<file path="src/hdl/npcs_pkg.sv">
// Shared types and constants for the nearest palette colour search block.
// Holds the controller/datapath command and status structs and the field widths.
// No dependencies.
package npcs_pkg;

  // Fixed widths of the request and result fields.
  localparam int unsigned IDX_W  = 8;
  localparam int unsigned COMP_W = 6;
  localparam int unsigned DIST_W = 14;

  // Defaults for the top-level parameters.
  localparam int unsigned DEF_PALETTE_ENTRIES = 256;
  localparam int unsigned DEF_COMPONENT_BITS  = 6;

  // Request kinds.
  localparam logic KIND_WRITE  = 1'b0;
  localparam logic KIND_LOOKUP = 1'b1;

  // Commands from the controller to the datapath.
  typedef struct packed {
    logic write;  // store one palette entry
    logic load;   // latch the pixel and restart the search
    logic issue;  // read the next palette entry
    logic flush;  // drop entries still in the pipeline
  } npcs_cmd_t;

  // Status from the datapath to the controller.
  typedef struct packed {
    logic addr_last;  // the read address is the last palette entry
    logic pipe_busy;  // an entry is still on its way to the compare stage
    logic exact_hit;  // the compare stage sees a distance of zero
  } npcs_status_t;

endpackage

</file>
<file path="src/hdl/npcs_controller.sv">
// Controller of the nearest palette colour search: sequences the palette
// scan and raises the result strobe. Depends on npcs_pkg.
module npcs_controller
  import npcs_pkg::*;
(
  input  logic         clk_i,
  input  logic         rst_ni,
  input  logic         start,
  input  logic         kind_i,
  input  npcs_status_t status_i,
  output npcs_cmd_t    cmd_o,
  output logic         busy,
  output logic         result_valid_o
);

  typedef enum logic [3:0] {
    ST_IDLE   = 4'b0001,
    ST_SCAN   = 4'b0010,
    ST_DRAIN  = 4'b0100,
    ST_RESULT = 4'b1000
  } state_e;

  state_e state_q, state_d;
  logic   take;

  assign busy           = (state_q != ST_IDLE);
  assign result_valid_o = (state_q == ST_RESULT);
  assign take           = start && !busy;

  // Commands to the datapath.
  always_comb begin
    cmd_o.write = take && (kind_i == KIND_WRITE);
    cmd_o.load  = take && (kind_i == KIND_LOOKUP);
    cmd_o.issue = (state_q == ST_SCAN) && !status_i.exact_hit;
    cmd_o.flush = status_i.exact_hit;
  end

  // Next state: scan the entries, let the pipeline empty, show the result; an exact hit goes straight to the result.
  always_comb begin
    state_d = state_q;
    case (state_q)
      ST_IDLE: begin
        if (take && (kind_i == KIND_LOOKUP)) begin
          state_d = ST_SCAN;
        end
      end
      ST_SCAN: begin
        if (status_i.exact_hit) begin
          state_d = ST_RESULT;
        end else if (status_i.addr_last) begin
          state_d = ST_DRAIN;
        end
      end
      ST_DRAIN: begin
        if (status_i.exact_hit || !status_i.pipe_busy) begin
          state_d = ST_RESULT;
        end
      end
      ST_RESULT: begin
        state_d = ST_IDLE;
      end
      default: begin
        state_d = ST_IDLE;
      end
    endcase
  end

  always_ff @(posedge clk_i or negedge rst_ni) begin
    if (!rst_ni) begin
      state_q <= ST_IDLE;
    end else begin
      state_q <= state_d;
    end
  end

endmodule

</file>
<file path="config.mk">
export PLATFORM = sky130hd
export DESIGN_NAME = npcs_controller
export DESIGN_NICKNAME = d
export VERILOG_FILES = /design/src/hdl/npcs_pkg.sv /design/src/hdl/npcs_controller.sv
export SDC_FILE = /design/constraint.sdc
export NUM_CORES = 1
export LEC_CHECK = 0
export BUFFER_PORTS_ARGS = -buffer_cell sky130_fd_sc_hd__buf_2
export CAP_MARGIN = 40
export CORE_AREA = 10 10 47 49
export CTS_CLUSTER_SIZE = 24
export DETAILED_ROUTE_END_ITERATION = 6
export DIE_AREA = 0 0 57 59
export GPL_ROUTABILITY_DRIVEN = 0
export PLACE_DENSITY = 0.43
export SLEW_MARGIN = 40
export SYNTH_ARGS = -nofsm -noshare
export SYNTH_HDL_FRONTEND = slang
export SYNTH_SLANG_ARGS = --single-unit
export TNS_END_PERCENT = 1
</file>
<file path="constraint.sdc">
create_clock -name clk_i -period 1.2 [get_ports clk_i]
set_clock_uncertainty 0.2 [all_clocks]
set_input_delay 0.06 -clock clk_i [delete_from_list [all_inputs] [get_ports clk_i]]
set_output_delay 0.06 -clock clk_i [all_outputs]
set_load 0.02 [all_outputs]
</file>
## Yosys cells after proc, flatten, opt, wreduce, memory -nomap -nowiden

Index checks and enable logic that the tools add are counted.

| cells by class | value |
|---|---|
| mux-type cells | 5 |
| eq/ne operators | 8 |
| reductions and logical operators | 9 |
| bitwise gates (word level) | 1 |

Operators with widths:

| cell | count |
|---|---|
| $mux 4 | 4 |
| $pmux 4 s3 | 1 |
| $eq 4x1->1 const B | 1 |
| $eq 4x2->1 const B | 1 |
| $eq 4x3->1 const B | 1 |
| $eq 4x4->1 const B | 1 |
| $logic_and 1x1->1 | 4 |
| $ne 2x2->1 const B | 2 |
| $ne 4x1->1 const B | 1 |
| $logic_not 1->1 | 3 |
| $ne 3x3->1 const B | 1 |
| $reduce_and 3->1 | 1 |
| $logic_or 1x1->1 | 1 |
| $not 1->1 | 1 |

| word-level totals | value |
|---|---|
| output and inout bits | 6 |
| register bits | 4 |
| logic and storage cells | 24 |
| bits of input ports | 7 |

## Longest topological paths before layout

| depth | value |
|---|---|
| word-level depth | 6 |
| mapped depth | 3 |
| mapped depth without buffers | 3 |

## Worst setup path after synthesis

OpenSTA, ideal clock, no wires.

| timing path | value |
|---|---|
| path kind | register to register |
| from | register state_q[3] |
| to | register state_q[1] |
| cell stages (with the launch flop) | 3 |
| path slack | -0.509 ns |
| data required time | 0.933 ns |
| buffers on the path | 0 |
| arrival time | 1.443 ns |
| setup time | 0.067 ns |
| period minus slack after synthesis | 1.709 ns |
| path through | dfrtp_1 -> nor4_1 -> a21o_1 |

| on the way | value |
|---|---|
| cells in the longest elaborated chain, start to end | 6 |
| elaborated cells between the ends (all ways) | 12 |
| those cells by class | eq/ne: 7; mux: 1; reduce/logical: 4 |

RTL lines:

| what | RTL line | RTL |
|---|---|---|
| start, declared | npcs_controller.sv:23 | `state_e state_q, state_d;` |
| start signal, assigned | npcs_controller.sv:72 | `state_q <= state_d;` |
| $ne 4x1->1 | npcs_controller.sv:26 | `assign busy = (state_q != ST_IDLE);` |
| $logic_not 1->1 | npcs_controller.sv:28 | `assign take = start && !busy;` |
| $logic_and 1x1->1 | npcs_controller.sv:28 |  |
| $logic_and 1x1->1 | npcs_controller.sv:43 | `if (take && (kind_i == KIND_LOOKUP)) begin` |
| $ne 2x2->1 (no source line) | - |  |
| $reduce_and 3->1 (no source line) | - |  |

Several ways; a longest one is shown, not always the timed one.
A chain may end at the register's enable or synchronous reset.

==> flow_summary_export.csv <==
group,metric,value,unit
status,status,"complete, but fails checks",
status,failed_checks,"setup timing",
placed_design,dp.cells,56,
route,drc,0,
logic_synthesis,synth-seq-cells,4,
hold_path,min_path_cells,4,
worst_setup_path,cp.arrival,1.34,ns
cells_and_area,synthToLayoutAreaGrowth,100,%
floorplan,die_y,59,microns
placed_design,io_buffers,12,
sta,fmax,626,MHz
clock_tree,cts.clk_slew.worst_paths,0.04,ns
cells_and_area,drive_above_1_share,60.0,%
clock_tree,cts_tree,"done",
worst_setup_path,critPathRequiredTime,0.94,ns
logic_synthesis,synth_area,250,sq um
grt,grt_antenna_before_repair,0,
cells_and_area,largest_reg_flops,4,
hold_path,worstHoldPathType,"input pin to flop",
placed_design,place_hpwl,631,microns
clock_tree,cts.sinks,4,
floorplan,boundaryPins,13,
run,cap_violations,0,
cells_and_area,final_cell_count_no_fill,66,
worst_setup_path,cp_max_fo,3,
clock_tree,htreeDepth,1,
sta,drv_slew,0,
floorplan,dieArea,0.00336,sq mm
placed_design,dp_slack,-0.185,ns
clock_tree,clock_latency,0.23,ns
route,drt_pass1_iterations,2,
floorplan,chipWidth,57,microns
cells_and_area,regMostFlops,"state_q",
sta,grt_setup_unrepaired,"true",
grt,grt_overflow,0,
grt,grt_pass1_wl,1210,microns
grt,track_usage,4.80,%
power_and_ir_drop,leakage,0.000244,uW
worst_setup_path,critical_path_class,"flop to primary output",
sta,post-route-period-util,133,%
logic_synthesis,yosysWarningCount,0,
worst_setup_path,r2r_setup_slack,-0.23,ns
route,vias_per_cell,4.11,
route,vias,271,
sta,final.setup.worst_slack,-0.397,ns
logic_synthesis,synthesis.nets,32,
floorplan,start_util,17.9,%
sta,worst_pin_slew,0.244,ns
floorplan,rows,14,
cells_and_area,nNetsFinal,58,
clock_tree,clk_path_buf_depth,2,
logic_synthesis,seq_area_frac_synth,40.5,%
sta,finalSetupViolCount,9,
sta,relSlewSlack,83.7,%
worst_setup_path,rr_worst_depth,4,
clock_tree,numCtsBuffers,3,
sta,hold_viol_final,0,
power_and_ir_drop,fin_total_pwr,475,uW
floorplan,core,0.00140,sq mm
logic_synthesis,ys_types,17,
route,wl_per_cell,11.7,microns
route,drt_iter0_markers,2,
worst_setup_path,crit_path_start_kind,"flop",
cells_and_area,largestRegisters,"state_q (4)",
power_and_ir_drop,peakVddDrop,490,uV
worst_setup_path,critPathCaptureType,"primary output",
cells_and_area,n_antenna_cell,0,
sta,layout_min_cycle_time,1.60,ns
logic_synthesis,synth_area_per_cell,10.0,sq um
logic_synthesis,synthCells,25,
grt,first_global_vias,303,
route,ant_nets,0,
cells_and_area,fill_cells,156,
power_and_ir_drop,power_density,949,mW/mm^2
route,wirelength,775,microns
grt,grt_max_degree,6,
clock_tree,cts-root-buf,"clkbuf_4",
## stage by stage
step | util, % | TNS [ns] | hold WS [ns] | area [sq um]
global placement | 26.9 | -0.913 | -0.334 | 377
global route | 35.7 | -2.79 | 0.0430 | 500
detailed placement | 26.9 | -1.02 | -0.336 | 377
CTS | 34.1 | -2.38 | 0.0354 | 478
finish | 35.7 | -2.21 | 0.0341 | 500
floorplan | - | -0.644 | -0.436 | 274
## per-layer routing
| metal | global-route usage (%) | up-vias | wire length (microns) |
|---|---|---|---|
| met1 | 3.69 | 126 | 264 |
| met3 | 2.15 | 0 | 28 |
| li1 | - | 141 | - |
| met2 | 8.99 | 4 | 482 |
| met5 | 0 | - | 0 |
| met4 | 4.03 | 0 | 0 |
## power breakdown
group,switching [uW],leakage (uW),total (uW),internal [uW]
Clock,55.8,0.0000150,181,125
Combinational,66.6,0.000177,143,76.5
Sequential,5.80,0.0000517,151,145
## layout make-up
cell class / count / area, sq um / area share (%)
inverters: 2 / 7.51 / 1.50
repair buffers: 22 / 173 / 34.5
well taps: 16 / 20.0 / 4.00
multi-input cells: 18 / 173 / 34.5
clock buffers: 4 / 26.3 / 5.25
flip-flops and latches: 4 / 101 / 20.2
## path summary, 6_finish.rpt
path,startpoint,endpoint
setup / recovery,state_q[0],cmd_o[2]
hold / removal,start,state_q[0]
setup reg to reg,state_q[0],state_q[1]
hold reg to reg,state_q[3],state_q[2]
max in group asynchronous,rst_ni,state_q[1]
min in group asynchronous,rst_ni,state_q[0]
## logic make-up after synthesis
family,synth area share [%]
compound gates,11.0
simple gates,42.5
flops,40.5
buf+inv,6.00
## cell usage after synthesis
| cell type | count | area share [%] |
|---|---|---|
| nor2b_1 | 1 | 2.5 |
| dfrtp_1 | 3 | 30 |
| nor4b_4 | 1 | 9.5 |
| and3_4 | 1 | 4.5 |
| buf_4 | 1 | 3.0 |
| o21ai_1 | 1 | 2.0 |
| nand2_1 | 1 | 1.5 |
| and2b_1 | 2 | 6.0 |
| dfstp_2 | 1 | 11 |
| a22oi_1 | 2 | 6.0 |
| nor2_1 | 2 | 3.0 |
| a21o_1 | 1 | 3.0 |
| nor4_1 | 2 | 5.0 |
| nor3_1 | 1 | 2.0 |
| nand2b_1 | 2 | 5.0 |
| nor4b_1 | 1 | 3.5 |
| inv_1 | 2 | 3.0 |
## repair_timing
item / 4_1_cts / 5_1_grt
hold endpoints to repair: 6 / 0
setup endpoints to repair: 9 / 9
hold buffers: 5 / 0
buffers inserted: 1 / 0
resized for setup: 6 / 6
pin swaps: 3 / 2
## critical path: stages (launching register included)
cell and delay, ns:
dfstp_2 0.52, nor4b_4 0.23, and3_4 0.24, buf_6 0.11
## cells in the final DEF (no fill, tap or decap), drive strengths merged
cell type / n
clkbuf: 4
inv: 2
and3: 1
buf: 17
a21o: 1
nor3: 1
nand2: 1
dfrtp: 3
dlygate4sd3: 5
nor2: 2
and2b: 2
o21ai: 1
nor4: 2
nor4b: 2
a22oi: 2
nand2b: 2
nor2b: 1
dfstp: 1
(Power assumes the default switching activity.)
