[config.mk]
export PLATFORM = sky130hd
export DESIGN_NAME = npcs_datapath
export DESIGN_NICKNAME = d
export VERILOG_FILES = /design/src/hdl/npcs_pkg.sv /design/src/hdl/npcs_datapath.sv
export SDC_FILE = /design/constraint.sdc
export NUM_CORES = 2
export LEC_CHECK = 0
export BUFFER_PORTS_ARGS = -buffer_cell sky130_fd_sc_hd__buf_2
export CAP_MARGIN = 20
export CORE_MARGIN = 5
export CORE_UTILIZATION = 55
export CTS_CLUSTER_DIAMETER = 40
export DETAILED_ROUTE_END_ITERATION = 12
export GPL_TIMING_DRIVEN = 0
export PLACE_DENSITY = 0.76
export REMOVE_ABC_BUFFERS = 1
export SETUP_SLACK_MARGIN = 0.4
export SLEW_MARGIN = 20
export SYNTH_ARGS = -nofsm -noshare
export SYNTH_HDL_FRONTEND = slang
export SYNTH_MEMORY_MAX_BITS = 65536
export SYNTH_SLANG_ARGS = --single-unit
[constraint.sdc]
create_clock -name clk_i -period 12.05 [get_ports clk_i]
set_clock_uncertainty 0.05 [all_clocks]
set_input_delay 0.6025 -clock clk_i [delete_from_list [all_inputs] [get_ports clk_i]]
set_output_delay 0.6025 -clock clk_i [all_outputs]
set_load 0.02 [all_outputs]
[src/hdl/npcs_pkg.sv]
// Shared types and constants for the nearest palette colour search block.
// Holds the controller/datapath command and status structs and the field widths.
// No dependencies.
package npcs_pkg;

  // Fixed widths of the request and result fields.
  localparam int unsigned IDX_W  = 8;
  localparam int unsigned COMP_W = 6;
  localparam int unsigned DIST_W = 14;

  // Defaults for the top-level parameters.
  localparam int unsigned DEF_PALETTE_ENTRIES = 256;
  localparam int unsigned DEF_COMPONENT_BITS  = 6;

  // Request kinds.
  localparam logic KIND_WRITE  = 1'b0;
  localparam logic KIND_LOOKUP = 1'b1;

  // Commands from the controller to the datapath.
  typedef struct packed {
    logic write;  // store one palette entry
    logic load;   // latch the pixel and restart the search
    logic issue;  // read the next palette entry
    logic flush;  // drop entries still in the pipeline
  } npcs_cmd_t;

  // Status from the datapath to the controller.
  typedef struct packed {
    logic addr_last;  // the read address is the last palette entry
    logic pipe_busy;  // an entry is still on its way to the compare stage
    logic exact_hit;  // the compare stage sees a distance of zero
  } npcs_status_t;

endpackage

[src/hdl/npcs_datapath.sv]
// Datapath of the nearest palette colour search: palette memory, distance
// pipeline and best-match registers. Depends on npcs_pkg.
module npcs_datapath
  import npcs_pkg::*;
#(
  parameter int unsigned PALETTE_ENTRIES = DEF_PALETTE_ENTRIES,
  parameter int unsigned COMPONENT_BITS  = DEF_COMPONENT_BITS
) (
  input  logic               clk_i,
  input  logic               rst_ni,
  input  npcs_cmd_t          cmd_i,
  output npcs_status_t       status_o,
  input  logic [IDX_W-1:0]   entry_index_i,
  input  logic [COMP_W-1:0]  red_i,
  input  logic [COMP_W-1:0]  green_i,
  input  logic [COMP_W-1:0]  blue_i,
  input  logic               end_of_image_i,
  output logic [IDX_W-1:0]   palette_index_o,
  output logic [DIST_W-1:0]  distance_o,
  output logic               last_pixel_o
);

  localparam int unsigned CB = COMPONENT_BITS;
  localparam int unsigned AW = (PALETTE_ENTRIES > 1) ? $clog2(PALETTE_ENTRIES) : 1;
  localparam int unsigned EW = 3 * CB;
  localparam int unsigned SW = 2 * CB;
  localparam int unsigned DW = 2 * CB + 2;
  localparam logic [DW-1:0] START_BOUND = DW'(3) << (2 * CB);
  localparam logic [AW-1:0] LAST_ADDR   = AW'(PALETTE_ENTRIES - 1);

  // Palette memory: {red, green, blue} per entry, contents undefined until written.
  logic [EW-1:0] palette_mem [PALETTE_ENTRIES];

  logic [AW-1:0] addr_q;
  logic [AW-1:0] rd_idx_q, sq_idx_q;
  logic [EW-1:0] rd_data_q;
  logic          rd_valid_q, sq_valid_q;
  logic [CB-1:0] pix_r_q, pix_g_q, pix_b_q;
  logic          last_q;
  logic [SW-1:0] sq_r_q, sq_g_q, sq_b_q;
  logic [SW-1:0] sq_r_d, sq_g_d, sq_b_d;
  logic [DW-1:0] best_dist_q;
  logic [AW-1:0] best_idx_q;
  logic [DW-1:0] dist_sum;
  logic          in_range;
  logic          better;

  // Writes beyond the palette size are ignored.
  assign in_range = {1'b0, entry_index_i} < (IDX_W + 1)'(PALETTE_ENTRIES);

  // Palette write port and registered read port.
  always_ff @(posedge clk_i) begin
    if (cmd_i.write && in_range) begin
      palette_mem[entry_index_i[AW-1:0]] <= {CB'(red_i), CB'(green_i), CB'(blue_i)};
    end
    rd_data_q <= palette_mem[addr_q];
  end

  // Read address counter walks the palette in index order.
  always_ff @(posedge clk_i or negedge rst_ni) begin
    if (!rst_ni) begin
      addr_q <= '0;
    end else if (cmd_i.load) begin
      addr_q <= '0;
    end else if (cmd_i.issue) begin
      addr_q <= addr_q + AW'(1);
    end
  end

  // Valid flags travelling with each palette entry.
  always_ff @(posedge clk_i or negedge rst_ni) begin
    if (!rst_ni) begin
      rd_valid_q <= 1'b0;
      sq_valid_q <= 1'b0;
    end else if (cmd_i.flush) begin
      rd_valid_q <= 1'b0;
      sq_valid_q <= 1'b0;
    end else begin
      rd_valid_q <= cmd_i.issue;
      sq_valid_q <= rd_valid_q;
    end
  end

  // Squared component differences of the entry just read.
  function automatic logic [SW-1:0] sq_diff(input logic [CB-1:0] a, input logic [CB-1:0] b);
    logic [CB-1:0] d;
    d = (a > b) ? (a - b) : (b - a);
    return SW'(d) * SW'(d);
  endfunction

  always_comb begin
    sq_r_d = sq_diff(rd_data_q[EW-1:2*CB], pix_r_q);
    sq_g_d = sq_diff(rd_data_q[2*CB-1:CB], pix_g_q);
    sq_b_d = sq_diff(rd_data_q[CB-1:0],    pix_b_q);
  end

  // Pixel latch and square stage registers.
  always_ff @(posedge clk_i) begin
    if (cmd_i.load) begin
      pix_r_q <= CB'(red_i);
      pix_g_q <= CB'(green_i);
      pix_b_q <= CB'(blue_i);
      last_q  <= end_of_image_i;
    end
    if (cmd_i.issue) begin
      rd_idx_q <= addr_q;
    end
    sq_r_q   <= sq_r_d;
    sq_g_q   <= sq_g_d;
    sq_b_q   <= sq_b_d;
    sq_idx_q <= rd_idx_q;
  end

  // Sum and compare: the first strictly smaller distance wins.
  assign dist_sum = DW'(sq_r_q) + DW'(sq_g_q) + DW'(sq_b_q);
  assign better   = sq_valid_q && (dist_sum < best_dist_q);

  always_ff @(posedge clk_i) begin
    if (cmd_i.load) begin
      best_dist_q <= START_BOUND;
      best_idx_q  <= '0;
    end else if (better) begin
      best_dist_q <= dist_sum;
      best_idx_q  <= sq_idx_q;
    end
  end

  // Status back to the controller.
  always_comb begin
    status_o.addr_last = (addr_q == LAST_ADDR);
    status_o.pipe_busy = rd_valid_q || sq_valid_q;
    status_o.exact_hit = sq_valid_q && (dist_sum == '0);
  end

  // Result fields stay on the best-match registers.
  assign palette_index_o = IDX_W'(best_idx_q);
  assign distance_o      = DIST_W'(best_dist_q);
  assign last_pixel_o    = last_q;

endmodule

* Yosys cells after proc, flatten, opt, wreduce, memory -nomap -nowiden *
Memory sizes are Yosys's and may differ from the RTL's. A register that Yosys moved wholly into a read port is not among the register bits.
Index checks and enable logic that the tools add are counted.
W data, S select, Z words.

word-level totals
  memories = 1
  RAM bits = 4608
  output and inout bits = 26
  input bits = 33
  bits in registers = 103
  logic and storage cells = 46

operators by class
  add/sub/neg operators = 9
  multipliers = 3
  mux-type cells = 9
  magnitude comparators = 4
  equal/unequal tests = 1
  reduce and logical (&&, ||, !) cells = 5

memories
  memory       depth  width  read ports  clocked after Yosys merged registers in  wr ports  RTL line             source
  palette_mem  256    18     1           1                                        1         npcs_datapath.sv:32  logic [EW-1:0] palette_mem [PALETTE_ENTRIES];

operators with widths
  kind                   count
  $mul A6 B6 Y12         3
  $sub A6 B6 Y6          6
  $gt A6 B6 Y1           3
  $mux W6                3
  $mux W8                2
  $add A13 B12 Y14       1
  $logic_not A14 Y1      1
  $lt A14 B14 Y1         1
  $add A12 B12 Y13       1
  $add A8 B1 Y8 const B  1
  $eq A8 B8 Y1 const B   1
  $mux W1                4
  $logic_and A1 B1 Y1    2
  $reduce_bool A2 Y1     1
  $logic_or A1 B1 Y1     1

* Logic depth before layout (Yosys ltp) *
  depth after elaboration = 4
  depth in mapped cells = 25
  mapped depth without buffers = 25

* Worst setup path after synthesis *
OpenSTA, ideal clock, no wires.

  path kind = register to register
  from = register pix_r_q[0]
  to = register sq_r_q[10]
  clock period less this slack = 5.348 ns
  arrival time = 5.226 ns
  path buffers = 0
  stages on the path, launching flop included = 21
  data required time = 11.928 ns
  path slack = 6.702 ns
  library setup time = 0.072 ns
  cells stage by stage = edfxtp_1 -> ha_1 -> fa_1 -> nor2b_1 -> o21a_1 -> o21ai_0 -> a21oi_1 -> mux2i_1 -> xnor2_1 -> nand2_1 -> fa_1 -> fa_1 -> inv_1 -> fa_1 -> ha_1 -> a31oi_1 -> o21bai_1 -> a21o_1 -> a21o_1 -> a21oi_1 -> xnor2_1

on the way
  word-level cells in the longest chain between the ends = 3
  elaborated cells between the ends (all ways) = 5
  classes of those cells = 2 x add/sub; 1 x mul; 1 x order compare; 1 x mux

ends and longest elaborated chain
  element                                               RTL line              source
  start, declared                                       npcs_datapath.sv:38   logic [CB-1:0] pix_r_q, pix_g_q, pix_b_q;
  start signal, assigned                                npcs_datapath.sv:100  pix_r_q <= CB'(red_i);
  $sub A6 B6 Y6 / $gt A6 B6 Y1 (equally long branches)  npcs_datapath.sv:87   d = (a > b) ? (a - b) : (b - a);
  $mux W6 *                                             npcs_datapath.sv:87
  $mul A6 B6 Y12 *                                      npcs_datapath.sv:88   return SW'(d) * SW'(d);
  named net sq_r_d[10]                                  npcs_datapath.sv:41   logic [SW-1:0] sq_r_d, sq_g_d, sq_b_d;
  end signal, assigned                                  npcs_datapath.sv:108  sq_r_q <= sq_r_d;
  end, declared                                         npcs_datapath.sv:40   logic [SW-1:0] sq_r_q, sq_g_q, sq_b_q;

Mark *: on every way through the listed nets, which the timed path passes. The rest lies on a longest branch.
A chain may end at the register's enable or synchronous reset.

==> impl_summary.txt <==
----------------------------------------------------
[Critical path]
  Source of the worst register-to-register timing path ... addr_q[0]$_DFFE_PN0P_
  Critical path startpoint category ... register
  Required time of the critical path ... 12.80 ns
  Crit path depth ... 16
  Crit path cell chain ... buf_16 > buf_16 > buf_12 > buf_12 > buf_16 > buf_12 > buf_16 > buf_16 > buf_16 > mux4_2 > o21a_1 > a2111oi_0 > a311oi_1 > nor3_1 > or3_1 > o211ai_1
  Capturing element type of the critical path ... register
  Highest cell delay on the worst timing path ... 0.87 ns
  Cell count of the worst reg-to-reg path ... 16
  Crit path max fanout ... 35
  Crit path launch ... addr_q[0]$_DFFE_PN0P_
  Arr. time, crit path ... 8.03 ns
  Top cell by count, worst path ... buf_16
  Crit path buffers/inverters ... 9
  Worst setup path class ... reg -> reg
  Worst path slowest cell ... dfrtp_4
  Kind of cell adding the most delay to the critical path ... buffers and inverters

[Placement]
  DP HPWL ... 284.5 mm
  Weighted congestion at the end of routability-driven global placement ... 0.8314
  Number of buffers added on ports ... 58
  Cell Count Post-Placement ... 12720

[Layout]
  Non-filler cells in the finished layout ... 13640
  Final net count ... 9011
  Growth of design area from synthesis to finish ... 14.72%
  Proportion of layout cells with a drive suffix above 1 ... 26.66%

[Floorplanning]
  Area inside the core boundary ... 0.3332 sq mm
  Die ar. ... 0.3461 sq mm
  Floorplan die height ... 588.3 um
  Number of top-level design ports ... 59
  Die width ... 588.3 um
  Initial Util ... 55.20%
  Std-Cell Rows ... 212

[Logic synthesis]
  Warning count from the yosys run ... 0
  Post-Syn Area per Cell ... 21.68 sq um
  Gate count of the mapped netlist ... 8482
  EDFF count, synth ... 4635
  Ys flop type ... edfxtp_1
  Most used standard cells in the synthesized netlist ... 4635 x edfxtp_1, 1050 x mux4_2, 367 x nor2_1
  Asr flop ratio synth ... 0.2116%
  Cell type contributing the most total cell area after synthesis ... edfxtp_1
  Post-Synthesis Cell Area ... 0.1839 sq mm
  Total of flip-flops plus latches after synthesis ... 4726
  Number of distinct library cells after synthesis ... 73
  Synth top area share ... 75.68%
  Share of the yosys chip area belonging to registers ... 76.70%
  Top area cells in the synthesized netlist ... edfxtp_1 76%, mux4_2 13%, mux2i_1 1.7%, dfxtp_1 0.88%, a221oi_1 0.82%
  Most repeated cell in the gate-level netlist after synthesis ... edfxtp_1

[Timing]
  RSZ-0062 raised after global routing ... false
  Count of pins over their slew limit ... 0
  Final period demand of the worst path ... 7.284 ns
  Post-route fraction of the period consumed by the critical path ... 60.45%
  Total negative slack ... 0 ns
  Setup violators final ... 0
  Fmax ... 137.3 MHz
  Final-report hold violation count ... 0
  Slew at the pin closest to its max-slew limit ... 1.315 ns
  Slew HR ... 12.03%

[Drt]
  Antenna violation net count after detailed routing ... 0
  First-pass iteration count of the detailed router ... 6
  Via/cell ratio ... 6.963
  DRC marker count from the first detailed-route iteration ... 16270
  Wire length after detailed routing ... 496.9 mm
  Count of vias placed by the detailed router ... 95010
  Final routed DRC violation total ... 0
  Wire per inst ... 36.42 um

[Clock network]
  Total clock buffers created by CTS ... 486
  Cell at the root of the clock tree ... clkbuf_16
  Clock Path Buffers ... 4
  H-tree Lvls ... 5
  Clock Sinks ... 4726
  Clock latency at the later pin of the worst-skew pair ... 0.99 ns
  TritonCTS clock tree ... done
  Post-CTS Setup Inserts ... 0
  Clock slew at the register clock pins of the worst setup and hold paths ... 0.06 ns

[Global route]
  Global-route usage over all layers ... 28.50%
  Vias in the first global route ... 95480
  Global route hottest layer ... met2
  GR Layer Usage met2 ... 43.71%
  Wire length of the first global-routing pass ... 706.6 mm
  Global-route track usage on met1 ... 37.47%
  Met3 Usage GRT ... 8.742%
  Pin count of the biggest net entering global routing ... 129
  Antenna violations before repair ... 43
  Gr ovfl total ... 0

[Power]
  Part of the total power dissipated in combinational logic ... 12.4%
  P_sw ... 9.293 mW
  Internal ... 29.05 mW
  Proportion of power drawn by flip-flops and latches ... 47.7%
  Net Sw Frac ... 24.24%
  Worst VDD drop ... 0.0002166 V
  Total leakage power ... 65.39 nW
  Cell Pwr Density ... 181.7 mW/mm^2
  Clock network power share ... 39.9%

[Status]
  Result of the run ... completed

[Min path]
  Startpoint of the worst hold path ... red_i[2]
  WHS Path Cells ... 1
  Min-delay worst type ... in -> reg

[Job]
  Max capacitance violation total ... 0

----------------------------------------------------
## area by class of cell
class / instances / area (sq um)
sequential: 4726 / 141100
fill: 20310 / 122200
multi-input combinational: 3165 / 41320
clock buffer: 558 / 12530
timing repair buffer: 348 / 6351
tap: 4387 / 5489
clock inverter: 337 / 3765
inverter: 108 / 412.9
antenna: 15 / 37.54
## layout by cell type, fill, tap and decap left out, drive strengths merged, types with 19 or more instances in the layout
master	synthesis	final
a211oi	49	49
a21oi	151	151
a221oi	175	175
a22o	87	87
a22oi	149	149
buf	293	334
bufinv	0	59
clkbuf	191	558
clkinv	0	189
clkinvlp	0	37
dfxtp	81	81
edfxtp	4635	4635
fa	42	42
ha	101	101
inv	108	160
mux2i	309	309
mux4	1065	1065
nand2	104	104
nand2b	22	22
nand3	47	47
nand4	19	19
nor2	368	368
nor2b	27	27
nor3	25	25
o211ai	20	20
o21a	24	24
o21ai	88	88
o221ai	30	30
o22ai	91	91
xnor2	39	39
## state kept, by name, indices dropped and copies added (netlist names), 8 cells and up
name,cells
sq_g_q,11
distance_o,14
palette_index_o,8
sq_idx_q,8
sq_r_q,11
sq_b_q,11
palette_mem,4608
addr_q,8
rd_idx_q,8
rd_data_q,18
## power by group through the flow
| stage | sequential [mW] | clock, mW | combinational, mW |
|---|---|---|---|
| 2_1_floorplan | 18.9 | 0 | 5.77 |
| 3_3_place_gp | 19.1 | 0 | 8.26 |
| 3_5_place_dp | 18.6 | 0 | 4.68 |
| 4_1_cts | 18.3 | 15.4 | 4.76 |
| 5_1_grt | 18.3 | 16.1 | 5.21 |
| 6_report | 18.3 | 15.3 | 4.76 |
## routing by layer
layer | vias to the layer above | part of all wire [%] | wire length [um]
met3 | 1403 | 14 | 67540
li1 | 36540 | - | -
met1 | 49250 | 34 | 167100
met2 | 7797 | 47 | 232400
met4 | 20 | 6.0 | 29680
met5 | - | 0.028 | 141
## repair_timing
| action | in CTS | in global routing |
|---|---|---|
| endpoints found under the hold margin | 215 | 0 |
| hold buffers | 14 | 0 |
| resized for setup | 0 | 0 |
## path summary, 6_finish.rpt
check | slack [ns] | endpoint
min in group asynchronous | 0.61 | addr_q[3]$_DFFE_PN0P_
max in group asynchronous | 10.98 | addr_q[4]$_DFFE_PN0P_
hold reg to reg | 0.29 | sq_idx_q[1]$_DFF_P_
hold / removal | 0.02 | palette_mem[247][14]$_DFFE_PP_
setup reg to reg | 4.77 | rd_data_q[1]$_DFF_P_
setup / recovery | 4.77 | rd_data_q[1]$_DFF_P_
## metrics by stage
step	utilization (%)	setup slack (ns)	power [mW]	hold slack (ns)	cell area, sq um
after floorplan	-	-38.03	24.64	0.2569	180800
after global placement	56.00	-91.45	27.31	0.2750	186600
after detailed placement	58.37	4.904	23.30	0.2769	194500
after CTS	63.31	4.792	38.39	0.00008538	210900
after global routing	63.32	4.631	39.63	0.01620	211000
final	63.33	4.766	38.34	0.02379	211000
## kinds of logic after synthesis
| family | Yosys count | synth area share [%] |
|---|---|---|
| compound gates | 940 | 3.678 |
| simple gates | 648 | 1.533 |
| buf+inv | 592 | 1.914 |
| mux | 1377 | 14.77 |
| flops | 4726 | 76.70 |
| fa+ha+maj | 143 | 1.144 |
| other cells | 2 | 0.004083 |
| xor+xnor | 54 | 0.2572 |
Power figures use the tool's default switching activity.
